## config.mk

```make
export PLATFORM = sky130hd
export DESIGN_NAME = relative_path_validator
export DESIGN_NICKNAME = d
export VERILOG_FILES = /design/src/rtl/rpv_pkg.sv /design/src/rtl/relative_path_validator.sv /design/src/rtl/rpv_front.sv /design/src/rtl/rpv_queue.sv /design/src/rtl/rpv_back.sv
export SDC_FILE = /design/constraint.sdc
export NUM_CORES = 1
export LEC_CHECK = 0
export BUFFER_PORTS_ARGS = -buffer_cell sky130_fd_sc_hd__buf_2
export CORE_UTILIZATION = 25
export CTS_CLUSTER_DIAMETER = 100
export CTS_CLUSTER_SIZE = 8
export DETAILED_ROUTE_END_ITERATION = 8
export GPL_TIMING_DRIVEN = 0
export MAX_ROUTING_LAYER = met4
export REMOVE_ABC_BUFFERS = 1
export SETUP_SLACK_MARGIN = 0.4
export SYNTH_ARGS = -nofsm -noshare
export SYNTH_HDL_FRONTEND = slang
export SYNTH_SLANG_ARGS = --single-unit
export TNS_END_PERCENT = 10
```

## constraint.sdc

```tcl
create_clock -name clk_i -period 4.25 [get_ports clk_i]
set_input_delay 0.2125 -clock clk_i [delete_from_list [all_inputs] [get_ports clk_i]]
set_output_delay 0.2125 -clock clk_i [all_outputs]
set_load 0.02 [all_outputs]
```

## src/rtl/rpv_pkg.sv

```systemverilog
// Shared types, constants and codes of the relative path validator.
package rpv_pkg;

  // Counter and length widths fixed by the field widths
  localparam int unsigned CntW = 13;
  localparam logic [CntW-1:0] CntMax = {CntW{1'b1}};
  localparam int unsigned RootW = 7;
  localparam int unsigned NeedW = CntW + 1;
  localparam int unsigned SufLenW = 4;

  // Depth of the queue between front and back
  localparam int unsigned QDepth = 2;

  // Configuration register indexes
  localparam logic [2:0] CFG_GRANTED    = 3'd0;
  localparam logic [2:0] CFG_MEDIA      = 3'd1;
  localparam logic [2:0] CFG_ROOT_LEN   = 3'd2;
  localparam logic [2:0] CFG_CAPACITY   = 3'd3;
  localparam logic [2:0] CFG_SUFFIX     = 3'd4;
  localparam logic [2:0] CFG_SUFFIX_LEN = 3'd5;

  // Media state meaning ready
  localparam logic [1:0] MEDIA_READY = 2'd1;

  // Capacity after reset
  localparam logic [CntW-1:0] CapacityReset = 13'd256;

  // Bytes with special meaning in a path
  localparam logic [7:0] CH_SLASH     = 8'h2f;
  localparam logic [7:0] CH_BACKSLASH = 8'h5c;
  localparam logic [7:0] CH_DOT       = 8'h2e;
  localparam logic [7:0] CH_NUL       = 8'h00;

  typedef enum logic [2:0] {
    ST_OK           = 3'd0,
    ST_NO_GRANT     = 3'd1,
    ST_DISCONNECTED = 3'd2,
    ST_INVALID      = 3'd3,
    ST_TOO_LONG     = 3'd4
  } status_e;

  // One finished path handed from front to back
  typedef struct packed {
    logic            empty;
    logic            invalid;
    logic [CntW-1:0] count;
  } job_t;

  // Registers that the back end checks against
  typedef struct packed {
    logic             granted;
    logic [1:0]       media;
    logic [RootW-1:0] root_len;
    logic [CntW-1:0]  capacity;
  } grant_cfg_t;

endpackage

```

## src/rtl/relative_path_validator.sv

```systemverilog
// Top level of the relative path validator: configuration registers and the two halves.
//
// Use: a relative path enters one byte per beat on the input channel (in_valid_i,
// in_stall_o, path_byte_i, last_i, empty_path_i); the beat with last_i set, or a
// single beat with empty_path_i set, closes the path. Each closed path gives one
// result beat on the output channel (out_valid_o, out_stall_i, status_o,
// built_length_o); other bytes give none.
// Configuration is a plain write port (cfg_we_i, cfg_index_i, cfg_wdata_i), to be
// written only while no path is in flight.
// Throughput: one byte per cycle while in_stall_o is low, since the front end updates
// its component tracking as each byte is accepted. A result beat passes through the
// queue and then the output register before it is valid; while the output register
// is held by a stall, it waits in the queue.
// When the receiver stalls, the result beat holds; the queue takes further
// closing bytes until it is full, then in_stall_o rises.
// Reset clears the path state, the queue and the output; registers return to
// zero except the capacity register, which returns to 256.
module relative_path_validator #(
  parameter int unsigned MAX_PATH     = 256,
  parameter int unsigned SUFFIX_BYTES = 8
) (
  input  logic        clk_i,
  input  logic        rst_ni,
  input  logic        cfg_we_i,
  input  logic [2:0]  cfg_index_i,
  input  logic [63:0] cfg_wdata_i,
  input  logic        in_valid_i,
  output logic        in_stall_o,
  input  logic [7:0]  path_byte_i,
  input  logic        last_i,
  input  logic        empty_path_i,
  output logic        out_valid_o,
  input  logic        out_stall_i,
  output logic [2:0]  status_o,
  output logic [12:0] built_length_o
);

  logic                        granted_q;
  logic [1:0]                  media_q;
  logic [rpv_pkg::RootW-1:0]   root_len_q;
  logic [rpv_pkg::CntW-1:0]    capacity_q;
  logic [63:0]                 suffix_q;
  logic [rpv_pkg::SufLenW-1:0] suffix_len_q;

  rpv_pkg::grant_cfg_t grant_cfg;
  rpv_pkg::job_t       push_job;
  rpv_pkg::job_t       head_job;
  logic                accept;
  logic                push;
  logic                pop;
  logic                q_full;
  logic                q_empty;

  // Write configuration registers
  always_ff @(posedge clk_i or negedge rst_ni) begin
    if (!rst_ni) begin
      granted_q    <= 1'b0;
      media_q      <= '0;
      root_len_q   <= '0;
      capacity_q   <= rpv_pkg::CapacityReset;
      suffix_q     <= '0;
      suffix_len_q <= '0;
    end else if (cfg_we_i) begin
      unique case (cfg_index_i)
        rpv_pkg::CFG_GRANTED:    granted_q    <= cfg_wdata_i[0];
        rpv_pkg::CFG_MEDIA:      media_q      <= cfg_wdata_i[1:0];
        rpv_pkg::CFG_ROOT_LEN:   root_len_q   <= cfg_wdata_i[rpv_pkg::RootW-1:0];
        rpv_pkg::CFG_CAPACITY:   capacity_q   <= cfg_wdata_i[rpv_pkg::CntW-1:0];
        rpv_pkg::CFG_SUFFIX:     suffix_q     <= cfg_wdata_i;
        rpv_pkg::CFG_SUFFIX_LEN: suffix_len_q <= cfg_wdata_i[rpv_pkg::SufLenW-1:0];
        default: ;
      endcase
    end
  end

  assign grant_cfg.granted  = granted_q;
  assign grant_cfg.media    = media_q;
  assign grant_cfg.root_len = root_len_q;
  assign grant_cfg.capacity = capacity_q;

  // Stall the input only when the queue has no room
  assign in_stall_o = q_full;
  assign accept     = in_valid_i && !q_full;

  rpv_front #(
    .SUFFIX_BYTES (SUFFIX_BYTES)
  ) u_front (
    .clk_i           (clk_i),
    .rst_ni          (rst_ni),
    .accept_i        (accept),
    .path_byte_i     (path_byte_i),
    .last_i          (last_i),
    .empty_path_i    (empty_path_i),
    .temp_suffix_i   (suffix_q),
    .suffix_length_i (suffix_len_q),
    .push_o          (push),
    .job_o           (push_job)
  );

  rpv_queue u_queue (
    .clk_i   (clk_i),
    .rst_ni  (rst_ni),
    .push_i  (push),
    .wdata_i (push_job),
    .pop_i   (pop),
    .rdata_o (head_job),
    .full_o  (q_full),
    .empty_o (q_empty)
  );

  rpv_back #(
    .MAX_PATH (MAX_PATH)
  ) u_back (
    .clk_i          (clk_i),
    .rst_ni         (rst_ni),
    .cfg_i          (grant_cfg),
    .job_valid_i    (!q_empty),
    .job_i          (head_job),
    .pop_o          (pop),
    .out_valid_o    (out_valid_o),
    .out_stall_i    (out_stall_i),
    .status_o       (status_o),
    .built_length_o (built_length_o)
  );

`ifndef SYNTHESIS
  // A valid result beat carries a length exactly when it is ok
  a_ok_has_length: assert property (@(posedge clk_i) disable iff (!rst_ni)
    (out_valid_o && (status_o == rpv_pkg::ST_OK)) |-> (built_length_o != '0))
    else $error("ok result with zero length");

  a_fail_no_length: assert property (@(posedge clk_i) disable iff (!rst_ni)
    (out_valid_o && (status_o != rpv_pkg::ST_OK)) |-> (built_length_o == '0))
    else $error("failed result with non-zero length");

  // The back end never pops an empty queue
  a_pop_nonempty: assert property (@(posedge clk_i) disable iff (!rst_ni)
    pop |-> !q_empty)
    else $error("pop from empty queue");
`endif

endmodule

```

## src/rtl/rpv_front.sv

```systemverilog
// Front end: takes path bytes, tracks components and flags broken rules.
module rpv_front #(
  parameter int unsigned SUFFIX_BYTES = 8
) (
  input  logic                      clk_i,
  input  logic                      rst_ni,
  input  logic                      accept_i,
  input  logic [7:0]                path_byte_i,
  input  logic                      last_i,
  input  logic                      empty_path_i,
  input  logic [63:0]               temp_suffix_i,
  input  logic [rpv_pkg::SufLenW-1:0] suffix_length_i,
  output logic                      push_o,
  output rpv_pkg::job_t             job_o
);

  localparam int unsigned WinW = 8 * SUFFIX_BYTES;
  localparam logic [rpv_pkg::SufLenW-1:0] SufMax = rpv_pkg::SufLenW'(SUFFIX_BYTES);

  logic                      invalid_q, invalid_d;
  logic [rpv_pkg::CntW-1:0]  comp_cnt_q, comp_cnt_d;
  logic [rpv_pkg::CntW-1:0]  path_cnt_q, path_cnt_d;
  logic [1:0]                dots_q, dots_d;
  logic [WinW-1:0]           window_q, window_d;
  logic                      slash_q, slash_d;

  logic [rpv_pkg::SufLenW-1:0] suf_len;
  logic                        is_slash;
  logic                        bad_byte;
  logic [rpv_pkg::CntW-1:0]    cnt_inc;
  logic [1:0]                  dots_new;
  logic [WinW-1:0]             window_new;
  logic                        close_slash;
  logic                        close_last;
  logic                        inv_next;

  // Reserved suffix test on a closing component
  function automatic logic suffix_hit(input logic [rpv_pkg::CntW-1:0] cnt,
                                      input logic [WinW-1:0] win,
                                      input logic [63:0] suffix,
                                      input logic [rpv_pkg::SufLenW-1:0] len);
    logic match;
    match = 1'b1;
    for (int k = 0; k < SUFFIX_BYTES; k++) begin
      if ((rpv_pkg::SufLenW'(k) < len) && (win[8*k +: 8] != suffix[8*k +: 8])) begin
        match = 1'b0;
      end
    end
    if (len == '0) begin
      return 1'b1;
    end
    if (cnt < rpv_pkg::CntW'(len)) begin
      return 1'b0;
    end
    return match;
  endfunction

  // Component rules: lone dot, double dot, reserved suffix
  function automatic logic close_bad(input logic [rpv_pkg::CntW-1:0] cnt,
                                     input logic [1:0] dots,
                                     input logic [WinW-1:0] win,
                                     input logic [63:0] suffix,
                                     input logic [rpv_pkg::SufLenW-1:0] len);
    return ((cnt == rpv_pkg::CntW'(1)) && dots[0])
        || ((cnt == rpv_pkg::CntW'(2)) && (dots == 2'b11))
        || suffix_hit(cnt, win, suffix, len);
  endfunction

  // Clamp suffix length to the window
  assign suf_len = (suffix_length_i > SufMax) ? SufMax : suffix_length_i;

  assign is_slash  = (path_byte_i == rpv_pkg::CH_SLASH);
  assign bad_byte  = (path_byte_i == rpv_pkg::CH_BACKSLASH) || (path_byte_i == rpv_pkg::CH_NUL);
  assign cnt_inc   = (comp_cnt_q == rpv_pkg::CntMax) ? comp_cnt_q
                                                     : comp_cnt_q + rpv_pkg::CntW'(1);
  assign dots_new  = dots_q
                   | {((comp_cnt_q == rpv_pkg::CntW'(1)) && (path_byte_i == rpv_pkg::CH_DOT)),
                      ((comp_cnt_q == '0) && (path_byte_i == rpv_pkg::CH_DOT))};
  assign window_new = WinW'({window_q, path_byte_i});

  assign close_slash = close_bad(comp_cnt_q, dots_q, window_q, temp_suffix_i, suf_len);
  assign close_last  = close_bad(cnt_inc, dots_new, window_new, temp_suffix_i, suf_len);

  // Work out the rule flag after this beat
  always_comb begin
    inv_next = invalid_q | bad_byte;
    if (is_slash) begin
      if ((path_cnt_q == '0) || slash_q) begin
        inv_next = 1'b1;
      end else if (close_slash) begin
        inv_next = 1'b1;
      end
      if (last_i) begin
        inv_next = 1'b1;
      end
    end else if (last_i && close_last) begin
      inv_next = 1'b1;
    end
  end

  // Advance the path state, clear it once a result is handed on
  always_comb begin
    invalid_d  = invalid_q;
    comp_cnt_d = comp_cnt_q;
    path_cnt_d = path_cnt_q;
    dots_d     = dots_q;
    window_d   = window_q;
    slash_d    = slash_q;
    if (accept_i) begin
      if (empty_path_i || last_i) begin
        invalid_d  = 1'b0;
        comp_cnt_d = '0;
        path_cnt_d = '0;
        dots_d     = '0;
        window_d   = '0;
        slash_d    = 1'b0;
      end else begin
        invalid_d  = inv_next;
        path_cnt_d = (path_cnt_q == rpv_pkg::CntMax) ? path_cnt_q
                                                     : path_cnt_q + rpv_pkg::CntW'(1);
        if (is_slash) begin
          comp_cnt_d = '0;
          dots_d     = '0;
          window_d   = '0;
          slash_d    = 1'b1;
        end else begin
          comp_cnt_d = cnt_inc;
          dots_d     = dots_new;
          window_d   = window_new;
          slash_d    = 1'b0;
        end
      end
    end
  end

  always_ff @(posedge clk_i or negedge rst_ni) begin
    if (!rst_ni) begin
      invalid_q  <= 1'b0;
      comp_cnt_q <= '0;
      path_cnt_q <= '0;
      dots_q     <= '0;
      window_q   <= '0;
      slash_q    <= 1'b0;
    end else begin
      invalid_q  <= invalid_d;
      comp_cnt_q <= comp_cnt_d;
      path_cnt_q <= path_cnt_d;
      dots_q     <= dots_d;
      window_q   <= window_d;
      slash_q    <= slash_d;
    end
  end

  // Hand a finished path to the queue
  assign push_o = accept_i && (empty_path_i || last_i);

  always_comb begin
    job_o.empty   = empty_path_i;
    job_o.invalid = empty_path_i ? 1'b0 : inv_next;
    job_o.count   = empty_path_i ? '0
                  : ((path_cnt_q == rpv_pkg::CntMax) ? path_cnt_q
                                                     : path_cnt_q + rpv_pkg::CntW'(1));
  end

endmodule

```

## src/rtl/rpv_queue.sv

```systemverilog
// Short queue of finished paths between front and back.
module rpv_queue (
  input  logic          clk_i,
  input  logic          rst_ni,
  input  logic          push_i,
  input  rpv_pkg::job_t wdata_i,
  input  logic          pop_i,
  output rpv_pkg::job_t rdata_o,
  output logic          full_o,
  output logic          empty_o
);

  localparam int unsigned PtrW = (rpv_pkg::QDepth > 1) ? $clog2(rpv_pkg::QDepth) : 1;
  localparam int unsigned CntW = $clog2(rpv_pkg::QDepth + 1);
  localparam logic [CntW-1:0] Depth = CntW'(rpv_pkg::QDepth);
  localparam logic [PtrW-1:0] LastPtr = PtrW'(rpv_pkg::QDepth - 1);

  rpv_pkg::job_t   slots_q [rpv_pkg::QDepth];
  logic [PtrW-1:0] wptr_q, wptr_d;
  logic [PtrW-1:0] rptr_q, rptr_d;
  logic [CntW-1:0] cnt_q, cnt_d;

  assign full_o  = (cnt_q == Depth);
  assign empty_o = (cnt_q == '0);
  assign rdata_o = slots_q[rptr_q];

  // Advance pointers and fill level
  always_comb begin
    wptr_d = wptr_q;
    rptr_d = rptr_q;
    cnt_d  = cnt_q;
    if (push_i) begin
      wptr_d = (wptr_q == LastPtr) ? '0 : wptr_q + PtrW'(1);
    end
    if (pop_i) begin
      rptr_d = (rptr_q == LastPtr) ? '0 : rptr_q + PtrW'(1);
    end
    if (push_i && !pop_i) begin
      cnt_d = cnt_q + CntW'(1);
    end else if (pop_i && !push_i) begin
      cnt_d = cnt_q - CntW'(1);
    end
  end

  always_ff @(posedge clk_i or negedge rst_ni) begin
    if (!rst_ni) begin
      wptr_q <= '0;
      rptr_q <= '0;
      cnt_q  <= '0;
    end else begin
      wptr_q <= wptr_d;
      rptr_q <= rptr_d;
      cnt_q  <= cnt_d;
    end
  end

  // Store the incoming entry
  always_ff @(posedge clk_i) begin
    if (push_i) begin
      slots_q[wptr_q] <= wdata_i;
    end
  end

endmodule

```

## src/rtl/rpv_back.sv

```systemverilog
// Back end: applies grant, media and length checks and holds the result beat.
module rpv_back #(
  parameter int unsigned MAX_PATH = 256
) (
  input  logic                     clk_i,
  input  logic                     rst_ni,
  input  rpv_pkg::grant_cfg_t      cfg_i,
  input  logic                     job_valid_i,
  input  rpv_pkg::job_t            job_i,
  output logic                     pop_o,
  output logic                     out_valid_o,
  input  logic                     out_stall_i,
  output logic [2:0]               status_o,
  output logic [rpv_pkg::CntW-1:0] built_length_o
);

  localparam logic [rpv_pkg::NeedW-1:0] MaxNeed = rpv_pkg::NeedW'(MAX_PATH);

  logic                      valid_q, valid_d;
  rpv_pkg::status_e          status_q, status_d;
  logic [rpv_pkg::CntW-1:0]  len_q, len_d;

  logic [rpv_pkg::NeedW-1:0] root_w;
  logic [rpv_pkg::NeedW-1:0] cap_w;
  logic [rpv_pkg::NeedW-1:0] need;

  assign root_w = rpv_pkg::NeedW'(cfg_i.root_len);
  assign cap_w  = rpv_pkg::NeedW'(cfg_i.capacity);
  assign need   = root_w + rpv_pkg::NeedW'(job_i.count) + rpv_pkg::NeedW'(2);

  // Take the head entry whenever the output register is free or draining
  assign pop_o = job_valid_i && (!valid_q || !out_stall_i);

  // Decide status in check order
  always_comb begin
    status_d = rpv_pkg::ST_OK;
    len_d    = '0;
    priority if (!cfg_i.granted) begin
      status_d = rpv_pkg::ST_NO_GRANT;
    end else if (cfg_i.media != rpv_pkg::MEDIA_READY) begin
      status_d = rpv_pkg::ST_DISCONNECTED;
    end else if (cfg_i.root_len == '0) begin
      status_d = rpv_pkg::ST_NO_GRANT;
    end else if (job_i.empty) begin
      if (root_w + rpv_pkg::NeedW'(1) > cap_w) begin
        status_d = rpv_pkg::ST_TOO_LONG;
      end else begin
        len_d = rpv_pkg::CntW'(cfg_i.root_len);
      end
    end else if (job_i.invalid) begin
      status_d = rpv_pkg::ST_INVALID;
    end else if ((need > cap_w) || (need > MaxNeed)) begin
      status_d = rpv_pkg::ST_TOO_LONG;
    end else begin
      len_d = rpv_pkg::CntW'(need - rpv_pkg::NeedW'(1));
    end
  end

  // Hold the beat while stalled, drop it once taken
  assign valid_d = pop_o ? 1'b1 : (valid_q && out_stall_i);

  always_ff @(posedge clk_i or negedge rst_ni) begin
    if (!rst_ni) begin
      valid_q <= 1'b0;
    end else begin
      valid_q <= valid_d;
    end
  end

  always_ff @(posedge clk_i) begin
    if (pop_o) begin
      status_q <= status_d;
      len_q    <= len_d;
    end
  end

  assign out_valid_o    = valid_q;
  assign status_o       = status_q;
  assign built_length_o = len_q;

endmodule

```

==> results by group, run 1 <==
Worst setup path
  • Crit-path slowest cell: dfrtp_4
  • Startpoint Class: register
  • Critical path depth: 19
  • Worst R2R Path Depth: 19
  • Setup crit end kind: register
  • Worst Path Required: roughly 4.5 ns
  • CP peak stage delay: ~0.52 ns
  • Buf/Inv on CP: 2
  • Maximum net fanout on the critical path: 6
  • CP arrival: between 4 and 5 ns
  • CP cell instances: mux2_4, ha_4, inv_2, fa_2, nor2b_4, o2111ai_4, a21boi_2, o21ai_2, xor2_2, ha_4, nand2_1, o21ai_2, a21oi_2, o21ai_4, nor3b_2, a32oi_2, buf_4, o31ai_4, a32o_2
  • Crit path max-delay family: compound AO/OA/AOI/OAI gates
  • Setup Crit Path Kind: reg2reg

Routing
  • Routed wire per std cell: approximately 17 um
  • DR iter-0 viols: 710
  • # DRC: 0
  • Vias/cell: about 4.8
  • Final ANT Viol Nets: 0
  • Via count: between 9,000 and 10,000
  • Drt pass-1 iters: 5
  • Final wirelength: 34,700 um

Synth
  • Yosys warning total: 0
  • Async SR Flop Fraction: approximately 81%
  • Top_reg_cell synth: dfrtp_1
  • Syn Inst Count: 1,156
  • Yosys reg bits: around 240
  • Post-synth cell types: 74
  • Top post-synthesis cells by area: dfrtp_1 37%, edfxtp_1 11%, mux2_2 8.8%
  • Post-synth EDFFs: 46
  • Mapped cell area: ~13,000 um^2
  • Share of the synthesized area in the top cell type: between 30% and 40%
  • Avg Inst Size Synth: 11.1 um^2
  • Most common library cells after synthesis: 189 x dfrtp_1, 100 x mux2_2, 96 x xor2_1
  • Seq/Total Area, Yosys: roughly 48%
  • Largest area contributor in the netlist: dfrtp_1
  • Most common cell in the netlist: dfrtp_1

STA
  • Final setup fails: 3
  • PnR worst setup slack: -0.0161 ns
  • Final hold slack: a little over 0.04 ns
  • Fin. Hold Viols: 0
  • Max Clock Freq: 0.234 GHz
  • Slew Limit Headroom: approximately 14%
  • Slew @ Worst Pin: between 1 and 1.5 ns
  • RSZ-0062 raised after global routing: true
  • Post-route minimum period: about 4.3 ns
  • Max-slew violations: 0
  • Fin crit share: 100%
  • Setup Skew: approximately 0.016 ns

CTS
  • Worst skew pair latency: between 0.5 and 0.6 ns
  • CTS root buf: clkbuf_16
  • Clock-pin slew on the worst setup and hold paths: roughly 0.050 ns
  • Num CTS Buffers: 35
  • Clk buf depth: 3
  • H-tree Lvls: 2
  • Total clock sinks: about 240
  • TritonCTS clock tree: built

Global route
  • Initial antenna violation count: 9
  • Largest net degree at the start of global routing: between 100 and 150
  • Vias in the first global route: approximately 10,000
  • Global-route wire length before repair: 55,300 um
  • Grt ovf: 0
  • Total GRT Usage: between 10% and 20%

Floorplanning
  • Initial core utilization: ~25%
  • Die Height: approximately 230 um
  • Die width: approximately 230 um
  • Die Area: roughly 52,000 um^2
  • I/O Pins: 100
  • Rows: 82
  • Core area: just over 50,000 um^2

Cells and area
  • Layout area overhead: 29.1%
  • Fin area: roughly 17,000 um^2
  • NumNets Final: roughly 1,500
  • FILL cells: approximately 5,000
  • Share of cells above drive strength 1: about a quarter

Min path
  • Hold/Removal Path Class: in2reg
  • Hold Crit Depth: 3

Power
  • Worst VDD drop: around 0.38 mV
  • Power Density: approximately 560 nW/um^2
  • Leak: roughly 0.0070 uW
  • Final Total Pwr: slightly above 9000 uW

Placement
  • I/O Buffers: between 90 and 100
  • Post-Place Cell Area: roughly 14,000 um^2
  • Pre-CTS setup slack: -1.09 ns
  • DPL Wire Length: 23,800 um
  • Gpl congestion: about 0.90

Run
  • Max cap viols: 0

Run status
  • Failing checks: setup timing
  • Status: finished with violations
## kinds of logic (layout without fill, tap and decap cells)
group | Yosys count | count (layout) | share of synthesized area [%]
AOI/OAI and AO/OA | 226 | 226 | 12.5
adders and majority gates | 51 | 51 | 5.02
xor gates and xnor gates | 167 | 167 | 11.4
other | 0 | 9 | 0
and+or+nand+nor | 282 | 282 | 11.3
DFF | 236 | 236 | 47.7
buffers and inverters | 84 | 292 | 2.52
muxes | 110 | 110 | 9.54
## path summary, 6_finish.rpt
path,start,to,slack (ns)
worst min-delay path,cfg_wdata_i[0],root_len_q[0],0.04
worst max-delay path,u_queue.rptr_q,u_back.built_length_o[2],-0.02
worst max register to register,u_queue.rptr_q,u_back.built_length_o[2],-0.02
min in group asynchronous,rst_ni,suffix_q[27],0.26
worst min register to register,u_front.slash_q,u_front.slash_q,0.50
max in group asynchronous,rst_ni,u_queue.rptr_q,3.00
## worst register-to-register path, stage by stage, from the launching register on
cell       delay, ns
dfrtp_4         0.52
mux2_4          0.34
ha_4            0.29
inv_2           0.04
fa_2            0.43
nor2b_4         0.18
o2111ai_4       0.14
a21boi_2        0.22
o21ai_2         0.10
xor2_2          0.18
ha_4            0.34
nand2_1         0.07
o21ai_2         0.14
a21oi_2         0.09
o21ai_4         0.07
nor3b_2         0.07
a32oi_2         0.23
buf_4           0.17
o31ai_4         0.10
a32o_2          0.31
## cell usage in the layout, fill, tap and decap left out, drive strengths merged, types with 8 or more instances in the layout
master       instances
edfxtp              46
nor3                19
mux2i               10
xnor2               71
nor2                56
xor2                96
o31ai                9
clkbuf              44
inv                 41
mux2               100
ha                  50
diode                9
a21oi               43
a21o                12
and3                11
dfrtp              189
buf                138
nor4                33
and2                 8
o21ai               49
a22o                66
nand4               24
dlygate4sd3         66
nand3               26
nand2               74
## final cells by class
class	count	area (um^2)	share of cell area (%)
Multi-Input combinational cell	836	6900	41.6
Sequential cell	236	6140	37.0
Timing Repair Buffer	204	1550	9.31
Clock buffer	44	910	5.48
Tap cell	672	841	5.06
Inverter	40	155	0.935
Clock inverter	4	85.1	0.512
Antenna cell	9	22.5	0.136
## per-layer routing
layer	share of wire (%)	wire length (um)	global-route usage [%]
met4	3.4	1170	5.04
met2	47	16400	21.3
met5	0	0	-
met3	5.2	1820	2.43
met1	44	15300	17.3
## stage by stage
stage	TNS (ns)	util, %	instances
3_3_place_gp	-526.37	27.8	1883
3_5_place_dp	-13.17	28.1	1893
2_1_floorplan	-84.21	-	1112
6_report	-0.0235	32.9	2045
5_1_grt	-1.61	32.9	2045
4_1_cts	-0.00266	32.2	2026
## sequential cells by signal, indices dropped and copies added (netlist names)
register,cells
u_queue.wptr_q,1
suffix_q,64
media_q,2
u_front.path_cnt_q,13
capacity_q,13
root_len_q,7
u_front.comp_cnt_q,13
u_front.invalid_q,1
granted_q,1
u_front.window_q,64
u_back.status_o,3
suffix_len_q,4
u_back.built_length_o,13
u_queue.rptr_q,1
u_front.dots_q,2
u_queue.slots_q,30
u_front.slash_q,1
u_back.out_valid_o,1
u_queue.cnt_q,2
## power breakdown
part	switching, uW	internal, uW	total [uW]	leakage [uW]
registers	399	2700	3100	0.00290
clock network	1010	1560	2570	0.000479
logic	1910	1720	3630	0.00366
## repair_timing
item | CTS | global route
endpoints found under the setup margin | 14 | 14
hold endpoints to repair | 164 | 0
cloned | 0 | 0
setup buffers | 19 | 10
resized for setup | 38 | 41
hold buffers | 66 | 0
pin swaps | 30 | 38
Power figures use the tool's default switching activity.
==> run 2: changes to the inputs <==
Settings changed: ABC_AREA set to 1.
Clock period 4.25 ns to 5.1 ns, I/O delays scaled along.
==> run 2 against run 1 <==
Net effect:
- the run now ends clean
- sequential power is 19% lower
- register-to-register slack improved by 0.91 ns
- via count is 8.3% higher
- design area decreased by 4.2%
- routed wire length is 1.4% lower
- sequential share of layout area is 1.6 points higher
- critical path type unchanged
- largest cell class is now flip-flops and latches
- highest routed layer unchanged
==> results by group, run 2 <==
Run status
  • Status: completed

Floorplanning
  • Die Height: 232 um
  • Rows: just over 80
  • Die width: between 200 and 250 um
  • Initial core utilization: about 25%
  • Core area: slightly above 50,000 um^2
  • I/O Pins: 100
  • Die Area: between 50,000 and 60,000 um^2

Synth
  • Mapped cell area: ~13,000 um^2
  • Avg Inst Size Synth: slightly below 9 um^2
  • Top_reg_cell synth: dfrtp_1
  • Post-synth EDFFs: 46
  • Async SR Flop Fraction: a little over 80%
  • Syn Inst Count: between 1,500 and 2,000
  • Most common cell in the netlist: nand2_1
  • Most common library cells after synthesis: 277 x nand2_1, 214 x inv_1, 189 x dfrtp_1
  • Top post-synthesis cells by area: dfrtp_1 36%, edfxtp_1 10%, nand2_1 7.9%
  • Share of the synthesized area in the top cell type: a little over a third
  • Yosys warning total: 0
  • Yosys reg bits: between 200 and 250
  • Post-synth cell types: 57
  • Largest area contributor in the netlist: dfrtp_1
  • Seq/Total Area, Yosys: between 40% and 50%

Power
  • Sw power: about 2500 uW
  • Power Density: 435 nW/um^2
  • Comb pwr share: 33.1%
  • Leak: ~0.0073 uW
  • Int Pwr: roughly 4400 uW
  • Clock Power Share: between 30% and 40%
  • Power share of the sequential group: 36.5%
  • Worst VDD drop: 0.186 mV
  • Final Total Pwr: about 6900 uW
  • Sw Ratio: a little over a third

Worst setup path
  • Setup Crit Path Kind: reg2reg
  • CP most frequent cell: nand2_1
  • Setup crit end kind: register
  • Worst Path Required: 5.36 ns
  • Maximum net fanout on the critical path: 17
  • CP arrival: around 4.5 ns
  • Crit path max-delay family: simple AND/OR/NAND/NOR gates
  • Buf/Inv on CP: 2
  • Startpoint Class: register
  • CP peak stage delay: roughly 0.6 ns
  • CP cell instances: mux2i_1, ha_1, inv_1, ha_1, inv_1, fa_1, nand3b_1, nand2_2, nand3_1, nand2_2, xor2_1, ha_1, nand2_1, nor2_1, a211oi_1, nor2_1, nor2_1, nand2_1, nand2_4, nand2_1, nand2_1, o21ai_0
  • Crit-path slowest cell: dfrtp_2

Cells and area
  • Share of cells above drive strength 1: between 10% and 20%
  • Commonest non-fill, non-tap cells in the layout: 276 x nand2_1, 214 x inv_1, 188 x dfrtp_1
  • Finished Layout Cells: ~2,400
  • Largest registers: suffix_q: 64 flops, u_front.window_q: 64 flops, u_queue.slots_q: 30 flops
  • Final Util: between 30% and 40%
  • Most common cell after layout, fill and taps aside: nand2_1
  • Layout area overhead: 20.8%
  • NumNets Final: 1,801

CTS
  • Clk buf depth: 3
  • Worst skew pair latency: 0.52 ns
  • Num CTS Buffers: 35
  • CTS root buf: clkbuf_16
  • Total clock sinks: roughly 240
  • Clock-pin slew on the worst setup and hold paths: 0.05 ns
  • Postcts setup bufs: 0
  • H-tree Lvls: 2
  • TritonCTS clock tree: built

Placement
  • Gpl congestion: approximately 0.89
  • I/O Buffers: between 90 and 100
  • Placed insts: approximately 2,300
  • Pre-CTS setup slack: 0.661 ns
  • DPL Wire Length: approximately 25,000 um

Global route
  • Largest net degree at the start of global routing: 117
  • Initial antenna violation count: 4
  • Vias in the first global route: ~10,000
  • Total GRT Usage: about an eighth
  • Grt ovf: 0
  • Global-route wire length before repair: between 50,000 and 60,000 um

Run
  • Max cap viols: 0

STA
  • Fin. Hold Viols: 0
  • Post-route minimum period: approximately 4.2 ns
  • PnR worst setup slack: 0.894 ns
  • Max Clock Freq: around 0.24 GHz
  • Max-slew violations: 0
  • Slew Limit Headroom: 14.1%
  • Final setup fails: 0
  • Fin crit share: between 80 and 90%
  • RSZ-0062 raised after global routing: false
  • Final hold slack: 0.0117 ns
  • Setup Skew: ~0.014 ns
  • Slew @ Worst Pin: between 1 and 1.5 ns

Routing
  • Routed wire per std cell: ~14 um
  • # DRC: 0
  • DR iter-0 viols: 619
  • Via count: between 10,000 and 15,000
  • Drt pass-1 iters: 5
  • Vias/cell: around 4.5
  • Final wirelength: 34,200 um
  • Final ANT Viol Nets: 0

Min path
  • Hold/Removal Path Class: in2reg
==> run 2: cell count changes after synthesis, moves of 12 or more <==
| cell | before | now |
|---|---|---|
| o22ai_1 | 2 | 71 |
| inv_1 | 39 | 214 |
| xor2_1 | 96 | 64 |
| nand3_1 | 26 | 69 |
| mux2_2 | 100 | 33 |
| nand4_1 | 24 | 36 |
| nor4_1 | 32 | 7 |
| or2_2 | 3 | 19 |
| o21ai_0 | 48 | 77 |
| nand2_1 | 73 | 277 |
| a22o_1 | 66 | 1 |
| xnor2_1 | 71 | 48 |
| clkbuf_1 | 39 | 25 |
| nor2_1 | 56 | 126 |
==> run 2: area by class of cell <==
cell class                      count  area [um^2]
Fill cell                        5436        35800
Sequential cell                   236         6140
Multi-Input combinational cell   1021         6040
Timing Repair Buffer              149         1050
Clock buffer                       48          967
Inverter                          225          852
Tap cell                          680          851
Antenna cell                        4         10.0
Clock inverter                      1         5.00
==> run 2: metrics by stage <==
step / setup TNS, ns / cell area [um^2]
2_1_floorplan: 0 / 13000
3_3_place_gp: -30.42 / 14400
3_5_place_dp: 0 / 14500
4_1_cts: 0 / 15900
5_1_grt: 0 / 15900
6_report: 0 / 15900
==> run 2: final timing paths <==
kind,start,endpoint,slack (ns),cells past startpoint
hold / removal,cfg_wdata_i[22],suffix_q[22],0.01,3
hold reg to reg,capacity_q[7],capacity_q[7],0.49,2
setup reg to reg,u_queue.rptr_q,u_back.status_o[2],0.89,22
setup / recovery,u_queue.rptr_q,u_back.status_o[2],0.89,22
max in group asynchronous,rst_ni,u_queue.rptr_q,3.77,3
min in group asynchronous,rst_ni,suffix_q[50],0.39,2
==> run 2: metal layers <==
metal	global-route usage (%)	wire length [um]	up-vias
li1	-	-	5294
met1	17.0	15900	5026
met2	20.5	15600	239
met3	2.56	1720	61
met4	5.28	963	0
met5	-	0	-
==> run 2: cell families after synthesis <==
kind of cell             share of synthesized area, %
AND/OR/NAND/NOR                                  20.2
AO/OA/AOI/OAI                                    9.89
multiplexers                                     2.97
XOR/XNOR                                         7.82
adder cells (fa/ha/maj)                          4.90
flip-flops                                       46.6
buffers and inverters                            7.64
==> run 2: timing repair <==
item / in CTS / in global routing
endpoints found under the hold margin: 159 / 0
resized for setup: 0 / 1
hold buffers: 46 / 0
endpoints found under the setup margin: 0 / 8
==> run 2: power by group through the flow <==
| stage | Sequential (uW) | Combinational [uW] | Clock [uW] |
|---|---|---|---|
| floorplan | 2520 | 1650 | 0 |
| global placement | 2540 | 2190 | 0 |
| detailed placement | 2550 | 2270 | 0 |
| CTS | 2520 | 2310 | 2170 |
| global route | 2560 | 2610 | 2230 |
| finish | 2520 | 2290 | 2100 |
==> run 2: worst min-delay path: stages <==
cell and delay [ns]:
buf_2 0.10, nor2_1 0.04, a21oi_1 0.10
